==> src/hw/rtl/true_peak_meter_assert.svh <==
// assertion macros shared by the true peak meter modules
// both sample on clk and stay quiet while arst_n is low
`ifndef TRUE_PEAK_METER_ASSERT_SVH
`define TRUE_PEAK_METER_ASSERT_SVH

// condition now implies consequence in the same cycle
`define TPM_ASSERT_IMP(name, ante, cons, msg) \
	name: assert property (@(posedge clk) disable iff (!arst_n) (ante) |-> (cons)) \
	else $error(msg);

// condition now implies consequence in the next cycle
`define TPM_ASSERT_NEXT(name, ante, cons, msg) \
	name: assert property (@(posedge clk) disable iff (!arst_n) (ante) |=> (cons)) \
	else $error(msg);

`endif

==> src/hw/rtl/tpm_pkg.sv <==
package tpm_pkg;

	localparam int TAPS        = 32;
	localparam int OVERSAMPLE  = 4;
	localparam int SAMPLE_BITS = 24;
	localparam int COEF_BITS   = 18;
	localparam int COEF_FRAC   = 16;

	localparam int PHASES     = OVERSAMPLE - 1;
	localparam int PHASE_W    = (PHASES > 1) ? $clog2(PHASES) : 1;
	localparam int TAP_W      = $clog2(TAPS);
	localparam int TAP_SUM_W  = TAP_W + 1;
	localparam int FILL_W     = $clog2(TAPS + 1);
	localparam int PROD_BITS  = SAMPLE_BITS + COEF_BITS;
	localparam int ACC_BITS   = PROD_BITS + $clog2(TAPS);
	localparam int PEAK_BITS  = SAMPLE_BITS + 1;
	localparam int IN_DATA_W  = ((SAMPLE_BITS + 7) / 8) * 8;
	localparam int OUT_DATA_W = ((SAMPLE_BITS + PEAK_BITS + 7) / 8) * 8;

	localparam logic [PEAK_BITS-1:0] PEAK_MAX = '1;

	localparam longint ONE_Q30 = 64'sd1 <<< 30;
	localparam logic [63:0] PI_Q30    = 64'd3373259426;
	localparam logic [63:0] INVPI_Q30 = 64'd341782638;

	typedef logic [PHASES-1:0][TAPS-1:0][COEF_BITS-1:0] coef_rom_t;

	typedef enum logic [1:0] {
		S_IDLE,
		S_MAC,
		S_DRAIN,
		S_FINISH
	} tpm_state_t;

	typedef struct packed {
		logic               accept;
		logic               issue;
		logic               first;
		logic               last;
		logic [PHASE_W-1:0] phase;
		logic [TAP_W-1:0]   tap;
		logic               finish;
	} tpm_cmd_t;

	typedef struct packed {
		logic fill_reach;
		logic fill_full;
		logic pipe_busy;
		logic out_stall;
	} tpm_stat_t;

	// shift-subtract division for elaboration, remainder in the upper half
	function automatic logic [127:0] udivmod(input logic [63:0] a, input logic [63:0] b);
		logic [63:0] q;
		logic [64:0] r;
		integer i;
		q = '0;
		r = '0;
		for (i = 63; i >= 0; i--) begin
			r = {r[63:0], a[i]};
			if (r >= {1'b0, b}) begin
				r = r - {1'b0, b};
				q[i] = 1'b1;
			end
		end
		return {r[63:0], q};
	endfunction

	// cos(pi*num/den) in q30, taylor series after folding into the first quadrant
	function automatic longint cos_half(input longint num, input longint den);
		longint n;
		longint sum;
		logic [63:0] th;
		logic [63:0] t2;
		logic [63:0] term;
		logic [127:0] dm;
		logic neg;
		integer k;
		neg = 1'b0;
		n = (num < 0) ? -num : num;
		dm = udivmod(64'(n), 64'(2 * den));
		n = $signed(dm[127:64]);
		if (n > den)
			n = 2 * den - n;
		if (2 * n > den) begin
			n = den - n;
			neg = 1'b1;
		end
		dm = udivmod(PI_Q30 * 64'(n), 64'(den));
		th = dm[63:0];
		t2 = (th * th) >> 30;
		term = 64'(ONE_Q30);
		sum = ONE_Q30;
		for (k = 1; k <= 12; k++) begin
			dm = udivmod((term * t2) >> 30, 64'((2 * k - 1) * (2 * k)));
			term = dm[63:0];
			if (k[0])
				sum = sum - $signed(term);
			else
				sum = sum + $signed(term);
		end
		return neg ? -sum : sum;
	endfunction

	// hann-windowed sinc per phase, normalised to unit sum, q2.16
	function automatic coef_rom_t build_rom();
		coef_rom_t rom;
		longint raw [TAPS];
		longint sum;
		longint sinpf;
		longint m;
		longint w;
		longint c;
		longint cmax;
		longint cmin;
		logic [63:0] sinv;
		logic [63:0] sinc_mag;
		logic [63:0] mag;
		logic [63:0] a;
		logic [127:0] dm;
		logic negc;
		integer p;
		integer t;
		rom = '0;
		cmax = (64'sd1 <<< (COEF_BITS - 1)) - 1;
		cmin = -(64'sd1 <<< (COEF_BITS - 1));
		for (p = 1; p < OVERSAMPLE; p++) begin
			sum = 0;
			sinpf = cos_half(longint'(2 * p - OVERSAMPLE), longint'(2 * OVERSAMPLE));
			if (sinpf < 0)
				sinpf = 0;
			sinv = (64'(sinpf) * INVPI_Q30) >> 30;
			for (t = 0; t < TAPS; t++) begin
				m = longint'(t * OVERSAMPLE - p);
				w = ONE_Q30 + cos_half(m, longint'(OVERSAMPLE * TAPS));
				if (w < 0)
					w = 0;
				w = w >>> 1;
				if (m == 0) begin
					sinc_mag = 64'(ONE_Q30);
					negc = 1'b0;
				end else begin
					a = 64'((m < 0) ? -m : m);
					dm = udivmod(sinv * 64'(OVERSAMPLE), a);
					sinc_mag = dm[63:0];
					negc = (t != 0) && !t[0];
				end
				mag = (sinc_mag * 64'(w)) >> 30;
				raw[t] = negc ? -$signed(mag) : $signed(mag);
				sum = sum + raw[t];
			end
			if (sum <= 0)
				sum = ONE_Q30;
			for (t = 0; t < TAPS; t++) begin
				a = 64'((raw[t] < 0) ? -raw[t] : raw[t]);
				dm = udivmod((a << COEF_FRAC) + (64'(sum) >> 1), 64'(sum));
				c = $signed(dm[63:0]);
				if (raw[t] < 0)
					c = -c;
				if (c > cmax)
					c = cmax;
				if (c < cmin)
					c = cmin;
				rom[p-1][t] = COEF_BITS'(c);
			end
		end
		return rom;
	endfunction

	localparam coef_rom_t COEF_ROM = build_rom();

endpackage

==> src/hw/rtl/true_peak_meter.sv <==
// True peak meter with 4x polyphase oversampling. Each input item carries one signed Q1.23
// sample (tdata), the end-of-block mark (tlast) and a restart flag (tuser) that clears the
// history, fill count and running maxima before the sample is taken. Once 32 samples sit in
// the history ring, three interpolated values between samples come from a 32-tap filter; the
// true peak of a sample is the largest of its own magnitude and those three. One result item
// (block sample peak and block true peak) leaves on the sample that ends a block. Until the
// ring is full an item skips the filter; after that the single multiply-accumulate unit
// works through 3 phases of 32 taps reading one history entry a cycle, then the pipeline
// drains; no new item is taken meanwhile. A finished result waits in an output register
// while the next item is taken; the history ring needs no clearing pass after reset.
module true_peak_meter
	import tpm_pkg::*;
(
	input  logic                  clk,
	input  logic                  arst_n,
	input  logic                  s_axis_tvalid,
	output logic                  s_axis_tready,
	input  logic [IN_DATA_W-1:0]  s_axis_tdata,  // sample_value
	input  logic                  s_axis_tlast,
	input  logic                  s_axis_tuser,  // restart
	output logic                  m_axis_tvalid,
	input  logic                  m_axis_tready,
	output logic [OUT_DATA_W-1:0] m_axis_tdata   // sample_peak, true_peak, zero pad
);

	tpm_cmd_t               cmd;
	tpm_stat_t              stat;
	logic [SAMPLE_BITS-1:0] out_spk;
	logic [PEAK_BITS-1:0]   out_tp;

	tpm_ctrl u_ctrl (
		.clk      (clk),
		.arst_n   (arst_n),
		.in_valid (s_axis_tvalid),
		.in_ready (s_axis_tready),
		.stat     (stat),
		.cmd      (cmd)
	);

	tpm_dp u_dp (
		.clk             (clk),
		.arst_n          (arst_n),
		.in_sample       ($signed(s_axis_tdata[SAMPLE_BITS-1:0])),
		.in_block_end    (s_axis_tlast),
		.in_restart      (s_axis_tuser),
		.cmd             (cmd),
		.stat            (stat),
		.out_ready       (m_axis_tready),
		.out_valid       (m_axis_tvalid),
		.out_sample_peak (out_spk),
		.out_true_peak   (out_tp)
	);

	assign m_axis_tdata = OUT_DATA_W'({out_tp, out_spk});

endmodule

==> src/hw/rtl/tpm_ram.sv <==
module tpm_ram #(
	parameter int WIDTH = 24,
	parameter int DEPTH = 32
) (
	input  logic                     clk,
	input  logic                     we,
	input  logic [$clog2(DEPTH)-1:0] waddr,
	input  logic [WIDTH-1:0]         wdata,
	input  logic [$clog2(DEPTH)-1:0] raddr,
	output logic [WIDTH-1:0]         rdata
);

	logic [WIDTH-1:0] mem [DEPTH];
	logic [WIDTH-1:0] rdata_q;

	always_ff @(posedge clk) begin
		if (we)
			mem[waddr] <= wdata;
		rdata_q <= mem[raddr];
	end

	assign rdata = rdata_q;

endmodule

==> src/hw/rtl/tpm_ctrl.sv <==
`include "true_peak_meter_assert.svh"

module tpm_ctrl
	import tpm_pkg::*;
(
	input  logic      clk,
	input  logic      arst_n,
	input  logic      in_valid,
	output logic      in_ready,
	input  tpm_stat_t stat,
	output tpm_cmd_t  cmd
);

	tpm_state_t         state_q;
	tpm_state_t         state_d;
	logic [TAP_W-1:0]   tap_q;
	logic [PHASE_W-1:0] phase_q;
	logic               tap_last;
	logic               phase_last;

	assign tap_last   = (tap_q == TAP_W'(TAPS - 1));
	assign phase_last = (phase_q == PHASE_W'(PHASES - 1));

	always_ff @(posedge clk or negedge arst_n) begin
		if (!arst_n) begin
			state_q <= S_IDLE;
			tap_q   <= '0;
			phase_q <= '0;
		end else begin
			state_q <= state_d;
			if (cmd.accept) begin
				tap_q   <= '0;
				phase_q <= '0;
			end else if (cmd.issue) begin
				if (tap_last) begin
					tap_q   <= '0;
					phase_q <= phase_last ? '0 : phase_q + PHASE_W'(1);
				end else begin
					tap_q <= tap_q + TAP_W'(1);
				end
			end
		end
	end

	always_comb begin
		state_d    = state_q;
		in_ready   = 1'b0;
		cmd        = '0;
		cmd.phase  = phase_q;
		cmd.tap    = tap_q;
		cmd.first  = (tap_q == '0);
		cmd.last   = tap_last;
		case (state_q)
			S_IDLE: begin
				in_ready = 1'b1;
				if (in_valid) begin
					cmd.accept = 1'b1;
					state_d = stat.fill_reach ? S_MAC : S_FINISH;
				end
			end
			S_MAC: begin
				cmd.issue = 1'b1;
				if (tap_last && phase_last)
					state_d = S_DRAIN;
			end
			S_DRAIN: begin
				if (!stat.pipe_busy)
					state_d = S_FINISH;
			end
			S_FINISH: begin
				// a block result waits here until the output register is free
				if (!stat.out_stall) begin
					cmd.finish = 1'b1;
					state_d = S_IDLE;
				end
			end
			default: begin
				state_d = S_IDLE;
			end
		endcase
	end

	`TPM_ASSERT_IMP(a_finish_drained, state_q == S_FINISH, !stat.pipe_busy, "filter busy")
	`TPM_ASSERT_IMP(a_mac_ring_full, state_q == S_MAC, stat.fill_full, "partial history")

endmodule

==> src/hw/rtl/tpm_dp.sv <==
`include "true_peak_meter_assert.svh"

module tpm_dp
	import tpm_pkg::*;
(
	input  logic                          clk,
	input  logic                          arst_n,
	input  logic signed [SAMPLE_BITS-1:0] in_sample,
	input  logic                          in_block_end,
	input  logic                          in_restart,
	input  tpm_cmd_t                      cmd,
	output tpm_stat_t                     stat,
	input  logic                          out_ready,
	output logic                          out_valid,
	output logic [SAMPLE_BITS-1:0]        out_sample_peak,
	output logic [PEAK_BITS-1:0]          out_true_peak
);

	// block state
	logic [TAP_W-1:0]       slot_q;
	logic [FILL_W-1:0]      fill_q;
	logic [SAMPLE_BITS-1:0] spk_q;
	logic [PEAK_BITS-1:0]   btp_q;
	logic [PEAK_BITS-1:0]   tp_q;
	logic [TAP_W-1:0]       base_q;
	logic                   blk_end_q;

	// accept-side logic
	logic [TAP_W-1:0]       wr_slot;
	logic [FILL_W-1:0]      fill_base;
	logic [FILL_W-1:0]      fill_next;
	logic [SAMPLE_BITS-1:0] mag;
	logic [SAMPLE_BITS-1:0] spk_base;
	logic [PEAK_BITS-1:0]   tp_blk;

	// filter pipeline
	logic [TAP_SUM_W-1:0]          rd_sum;
	logic [TAP_W-1:0]              raddr;
	logic [SAMPLE_BITS-1:0]        rdata;
	logic signed [COEF_BITS-1:0]   coef_s1;
	logic                          valid_s1;
	logic                          first_s1;
	logic                          last_s1;
	logic signed [PROD_BITS-1:0]   prod_s2;
	logic                          valid_s2;
	logic                          first_s2;
	logic                          last_s2;
	logic signed [ACC_BITS-1:0]    acc_q;
	logic                          last_s3;
	logic [ACC_BITS-1:0]           abs_acc;
	logic [ACC_BITS-1:0]           rnd;
	logic [PEAK_BITS-1:0]          vpk;
	logic [PEAK_BITS-1:0]          vpk_s4;
	logic                          vvalid_s4;

	logic                   out_valid_q;
	logic [SAMPLE_BITS-1:0] out_spk_q;
	logic [PEAK_BITS-1:0]   out_tp_q;

	// restart clears everything before the item is taken
	assign wr_slot   = in_restart ? '0 : slot_q;
	assign fill_base = in_restart ? '0 : fill_q;
	assign fill_next = (fill_base == FILL_W'(TAPS)) ? fill_base : fill_base + FILL_W'(1);
	assign spk_base  = in_restart ? '0 : spk_q;
	assign mag       = in_sample[SAMPLE_BITS-1] ? (~in_sample + SAMPLE_BITS'(1)) : in_sample;
	assign tp_blk    = (tp_q > btp_q) ? tp_q : btp_q;

	assign stat.fill_reach = (fill_next == FILL_W'(TAPS));
	assign stat.fill_full  = (fill_q == FILL_W'(TAPS));
	assign stat.pipe_busy  = valid_s1 | valid_s2 | last_s3 | vvalid_s4;
	assign stat.out_stall  = blk_end_q & out_valid_q & ~out_ready;

	// tap t reads the sample t steps older than the newest one
	assign rd_sum = (base_q >= cmd.tap) ?
		({1'b0, base_q} - {1'b0, cmd.tap}) :
		({1'b0, base_q} + TAP_SUM_W'(TAPS) - {1'b0, cmd.tap});
	assign raddr = rd_sum[TAP_W-1:0];

	tpm_ram #(
		.WIDTH(SAMPLE_BITS),
		.DEPTH(TAPS)
	) u_ring (
		.clk   (clk),
		.we    (cmd.accept),
		.waddr (wr_slot),
		.wdata (in_sample),
		.raddr (raddr),
		.rdata (rdata)
	);

	assign abs_acc = acc_q[ACC_BITS-1] ? (~acc_q + ACC_BITS'(1)) : acc_q;
	assign rnd     = (abs_acc + (ACC_BITS'(1) << (COEF_FRAC - 1))) >> COEF_FRAC;
	assign vpk     = (rnd > ACC_BITS'(PEAK_MAX)) ? PEAK_MAX : rnd[PEAK_BITS-1:0];

	always_ff @(posedge clk or negedge arst_n) begin
		if (!arst_n) begin
			slot_q      <= '0;
			fill_q      <= '0;
			spk_q       <= '0;
			btp_q       <= '0;
			valid_s1    <= 1'b0;
			valid_s2    <= 1'b0;
			last_s3     <= 1'b0;
			vvalid_s4   <= 1'b0;
			out_valid_q <= 1'b0;
		end else begin
			valid_s1  <= cmd.issue;
			valid_s2  <= valid_s1;
			last_s3   <= valid_s2 & last_s2;
			vvalid_s4 <= last_s3;
			if (cmd.finish && blk_end_q)
				out_valid_q <= 1'b1;
			else if (out_valid_q && out_ready)
				out_valid_q <= 1'b0;
			if (cmd.accept) begin
				slot_q <= (wr_slot == TAP_W'(TAPS - 1)) ? '0 : wr_slot + TAP_W'(1);
				fill_q <= fill_next;
				spk_q  <= (mag > spk_base) ? mag : spk_base;
				if (in_restart)
					btp_q <= '0;
			end
			if (cmd.finish) begin
				if (blk_end_q) begin
					spk_q <= '0;
					btp_q <= '0;
				end else begin
					btp_q <= tp_blk;
				end
			end
		end
	end

	always_ff @(posedge clk) begin
		if (cmd.accept) begin
			base_q    <= wr_slot;
			blk_end_q <= in_block_end;
		end
		coef_s1  <= $signed(COEF_ROM[cmd.phase][cmd.tap]);
		first_s1 <= cmd.first;
		last_s1  <= cmd.last;
		prod_s2  <= $signed(rdata) * coef_s1;
		first_s2 <= first_s1;
		last_s2  <= last_s1;
		if (valid_s2)
			acc_q <= first_s2 ? ACC_BITS'(prod_s2) : acc_q + ACC_BITS'(prod_s2);
		vpk_s4 <= vpk;
		// the item's own magnitude seeds its true peak
		if (cmd.accept)
			tp_q <= {1'b0, mag};
		else if (vvalid_s4 && (vpk_s4 > tp_q))
			tp_q <= vpk_s4;
		if (cmd.finish && blk_end_q) begin
			out_spk_q <= spk_q;
			out_tp_q  <= tp_blk;
		end
	end

	assign out_valid       = out_valid_q;
	assign out_sample_peak = out_spk_q;
	assign out_true_peak   = out_tp_q;

	`TPM_ASSERT_IMP(a_tp_covers_spk, out_valid_q, out_tp_q >= {1'b0, out_spk_q}, "tp under spk")
	`TPM_ASSERT_IMP(a_out_src, $rose(out_valid_q), $past(cmd.finish && blk_end_q), "stray result")
	`TPM_ASSERT_NEXT(a_fill_tracks, cmd.accept && stat.fill_reach, stat.fill_full, "fill lost")

endmodule

==> config.mk <==
export PLATFORM = sky130hd
export DESIGN_NAME = true_peak_meter
export DESIGN_NICKNAME = d
export VERILOG_FILES = /design/src/hw/rtl/tpm_pkg.sv /design/src/hw/rtl/true_peak_meter.sv /design/src/hw/rtl/tpm_ram.sv /design/src/hw/rtl/tpm_ctrl.sv /design/src/hw/rtl/tpm_dp.sv
export VERILOG_INCLUDE_DIRS = /design/src /design/src/hw/rtl
export SDC_FILE = /design/constraint.sdc
export NUM_CORES = 2
export LEC_CHECK = 0
export ABC_AREA = 1
export BUFFER_PORTS_ARGS = -buffer_cell sky130_fd_sc_hd__buf_2
export CORE_MARGIN = 8
export CORE_UTILIZATION = 45
export DETAILED_ROUTE_END_ITERATION = 12
export GPL_TIMING_DRIVEN = 0
export HOLD_SLACK_MARGIN = 0.1
export PLACE_DENSITY = 0.69
export REMOVE_ABC_BUFFERS = 1
export SYNTH_ARGS = -nofsm -noshare
export SYNTH_HDL_FRONTEND = slang
export SYNTH_HIERARCHICAL = 1
export SYNTH_SLANG_ARGS = --single-unit
==> constraint.sdc <==
create_clock -name clk -period 14.95 [get_ports clk]
set_clock_uncertainty 0.15 [all_clocks]
set_input_delay 1.495 -clock clk [delete_from_list [all_inputs] [get_ports clk]]
set_output_delay 1.495 -clock clk [all_outputs]
set_load 0.03 [all_outputs]
Word-level counts from Yosys, hierarchy flattened
Memory sizes are Yosys's and may differ from the RTL's. A register that Yosys moved wholly into a read port is not among the register bits. Cells that the tools add are included.

Add/sub/neg operators: 11. $mul: 1. Div/mod/pow operators: 0. $lt $le $gt $ge: 7. Equal/unequal tests: 12. Shifts and indexed selects: 0. Muxes and demuxes: 47. Bitwise gates (word level): 9. Reductions and logical operators: 15.

Operator list (count): $bmux W576 S2 (1); $mux W576 (1); $mux W24 (8); $mux W25 (5); $mux W47 (2); $bmux W18 S5 (1); $gt A25 B25 Y1 (2); $add A47 B16 Y47 const B (1); $add A47 B2 Y47 const B (1); $add A47 B42 Y47 (1); $not A47 Y47 (1); $mul A24 B18 Y42 (1); $gt A31 B25 Y1 const B (1); $mux W5 (6); $add A24 B2 Y24 const B (1); $gt A24 B24 Y1 (1); $not A24 Y24 (1); $mux W18 (1); $mux W2 (9); $add A5 B1 Y5 const B (3); $eq A6 B6 Y1 const B (2); $mux W6 (2); $reduce_bool A2 Y1 (6); $eq A5 B5 Y1 const B (2); 20 further kinds (42).

Bits in registers: 290. Latch bits: 0. Bits in writable memories: 768. Bits in read-only memories: 0. Input port bits: 30. Output and inout bits: 58. Logic and storage cells: 129. Memories kept: 1.

Memories: u_dp.u_ring.mem (words 32, bits a word 24, read ports 1, clocked after Yosys merged registers in 1, write ports 1, line tpm_ram.sv:13) `logic [WIDTH-1:0] mem [DEPTH];`.

Logic depth before layout (Yosys ltp)
Depth in word-level cells: 8. Mapped depth: 30. Depth with buffers taken out: 28.

Modules after synthesis
Netlist, hierarchy kept.

Modules (own cells, without submodules): tpm_dp (instances 1, cells an instance 4608, area each 35111.2 µm², sequential area each 7191.9 µm²); tpm_ram (instances 1, cells an instance 2665, area each 31760.5 µm², sequential area each 23542.6 µm²); tpm_ctrl (instances 1, cells an instance 80, area each 606.8 µm², sequential area each 225.2 µm²); true_peak_meter (instances 1, cells an instance 8, area each 56.3 µm², sequential area each 0.0 µm²).

Worst setup path after synthesis
Ideal clock, no wire load.

Path kind: flip-flop to flip-flop. From: reg u_dp.coef_s1[16]. To: reg u_dp.prod_s2[34]. Library setup time: 120 ps. Arrival time: 6129 ps. Data required time: 14680 ps. Setup slack: 8551 ps. Cell stages (with the launch flop): 27. Buffers on the path: 2. Clock period less this slack: 6399 ps. Cells stage by stage: dfxtp_1 clkbuf_1 inv_1 clkbuf_1 or2_2 fa_1 fa_1 inv_1 fa_1 fa_1 fa_1 inv_1 fa_1 inv_1 ha_1 a21oi_1 a21boi_0 nor2_1 nor2_1 nand3_1 nand2_1 nand2_1 a21boi_0 o21ai_0 nand2_1 nand2_1 xor2_1.

Longest elaborated chain between the ends: 1.

Ends and longest elaborated chain: from (decl) (line tpm_dp.sv:40) `logic signed [COEF_BITS-1:0] coef_s1;`; from (signal assigned) (line tpm_dp.sv:138) `coef_s1 <= $signed(COEF_ROM[cmd.phase][cmd.tap]);`; $mul A24 B18 Y42 (line tpm_dp.sv:141) `prod_s2 <= $signed(rdata) * coef_s1;`; to (signal assigned) (line tpm_dp.sv:141); to (decl) (line tpm_dp.sv:44) `logic signed [PROD_BITS-1:0] prod_s2;`.

No other way between the ends. A chain may end at the register's enable or synchronous reset.

Worst setup path after layout
Ends and elaborated chain as after synthesis.

==> impl_results.md <==
- Initial antenna violation count: 5
- Total number of vias: 51.15k
- RSZ-0062 raised after global routing: no
- Routing usage on met2: 36.91%
- Initial Util: 45.19%
- Crit path time final: 8914 ps
- # setup viols final: 0
- Drt first pass iters: 6
- Crit-path most repeated cell: nand2_1
- Worst Max-Slew Pin Slew: 1481 ps
- Max incr delay on CP: 1300 ps
- Met3 Usage GRT: 3.788%
- Hold Vio Cnt, Final: 0
- Post-Syn Area: 0.06752 mm2
- CP Class: flop to flop
- Die Span Y: 403.4 um
- Avg WL per Cell: 19.78 um
- Status: finished, final reports clean
- CTS Hold Bufs: 0
- Worst path slowest cell: dfxtp_1
- Met1 Usage GRT: 29.92%
- Clock transition at path regs: 60 ps
- Crit path DAT: 9340 ps
- Vias in the first global route: 50.69k
- Rows: ~140
- Design area: 0.07374 mm2
- Pre-CTS setup slack: 5969 ps
- Post-Layout Cell Count: 9,391
- Slew Limit Fails: 0
- DP Wirelength: roughly 120 mm
- Largest net degree at the start of global routing: 200
- Die width: approximately 400 um
- H-tree depth: 3
- CTS max path bufs: 3
- Max_slew headroom: 1.114%
- Area grow syn2layout: 9.204%
- Layout cells sized above 1: 6.687%
- Final period util: 59.62%
- Hold_ws: 179.4 ps
- GRT Resource Usage Total: 22.37%
- Placed cell count: around 9k
- Clock latency at the later pin of the worst-skew pair: approximately 770 ps
- Worst setup EP type: flop
- Clk sinks: 1,081
- Initial DRC Count: around 5.0k
- First-pass GRT wire length: 288.3 mm
- Layer with the highest usage: met2
- Hold path depth: 0
- Fill cells: 13.50k
- DRC: 0
- Fmax: 0.1122 GHz
- Nets: 7,988
- Worst setup SP type: flop
- Post-CTS sizing: 0
- Worst setup margin: around 6000 ps
- CP required: 15,380 ps
- Clk root buf: clkbuf_16
- Crit path max fanout: 26
- Total wire length: 185.8 mm
- Syn Inst Count: 7,359
- CTS Buf Count: 106
- DIE AREA: 0.1627 mm2
- Vias per inst: 5.446
- Syn Area/Cell: 9.176 um2
- Synth warn: 6
- Antenna viol nets, final: 0
- PortBufs: 80
- GR Overflow Total: 0
- CTS tree: built
- Routability Congestion: 0.9261
- Worst reg-to-reg path cell count: 25
- Placed Area: 0.07019 mm2
- Top-Level Pins: 88
- Max-cap violations: 0
- Post-CTS Setup Inserts: 0
- Core box area: 0.1494 mm2
- Hold WC Path Type: flop to flop
flip-flops by register name, summed over array words and instances (netlist names), 5 cells and up:
signal,count
u_dp/slot_q,5
u_dp/prod_s2,42
u_dp/out_true_peak,25
u_dp/spk_q,24
u_dp/acc_q,47
u_dp/out_sample_peak,24
u_dp/u_ring/mem,768
u_dp/u_ring/rdata,24
u_dp/fill_q,6
u_dp/vpk_s4,25
u_ctrl/tap_q,5
u_dp/tp_q,25
u_dp/btp_q,25
u_dp/base_q,5
u_dp/coef_s1,17
stage by stage:
step / util [%] / setup TNS (ps)
finish: 49.35 / 0
global route: 49.35 / 0
CTS: 49.31 / 0
detailed placement: 46.97 / 0
global placement: 46.00 / -108290
floorplan: - / 0
worst max-delay path, delay by kind of cell, from the launching register on:
| family | cells | cell delay, ps |
|---|---|---|
| AO/OA/AOI/OAI | 2 | 450 |
| XOR/XNOR | 1 | 250 |
| buffers and inverters | 4 | 1080 |
| AND/OR/NAND/NOR | 11 | 1900 |
| flip-flops | 1 | 1300 |
| adder cells (fa/ha/maj) | 7 | 3620 |
worst paths after layout:
kind                                          startpoint                    endpoint  slack [ps]
worst max-delay path            u_dp/coef_s1[16]$_DFF_P_    u_dp/prod_s2[34]$_DFF_P_        6040
worst min-delay path               u_dp/first_s1$_DFF_P_       u_dp/first_s2$_DFF_P_         180
worst max register to register  u_dp/coef_s1[16]$_DFF_P_    u_dp/prod_s2[34]$_DFF_P_        6040
worst min register to register     u_dp/first_s1$_DFF_P_       u_dp/first_s2$_DFF_P_         180
max in group asynchronous                         arst_n    u_dp/spk_q[16]$_DFF_PN0_       13410
min in group asynchronous                         arst_n  u_dp/btp_q[16]$_DFFE_PN0P_         620
final cells by class:
class                   count  area (um2)  share of cell area [%]
clock buffers             141        2856                   3.874
diodes                      2       5.005                0.006787
well taps                2016        2522                   3.421
multi-input cells        4970       31400                   42.59
flip-flops and latches   1081       30960                   41.99
repair buffers            132        1578                   2.140
inverters                 993        3774                   5.118
clock inverters            56       636.9                  0.8637
per-layer routing:
metal  vias to the layer above  part of all wire (%)
li1                      23560                     -
met1                     24900                    41
met2                      2276                    47
met3                       411                   8.6
met4                         2                   3.5
met5                         -                0.0070
cells in the final DEF, fill, tap and decap left out, types with 36 or more instances in the layout:
cell       count
nand3_1      774
clkbuf_16    108
edfxtp_1     894
nor3_1        36
xnor2_1       42
inv_1        967
or2_2         36
nand2_2       38
ha_1         246
dfrtp_1       73
nor2_1       324
nor2_4        45
xor2_1        56
o21ai_0      197
nand2_1     2275
fa_1         428
a21oi_1      201
buf_2         79
dfxtp_1      111
Power is left out: the tool's default activity adds up to more than one toggle a clock period on the data nets, which glitch-free logic cannot reach.
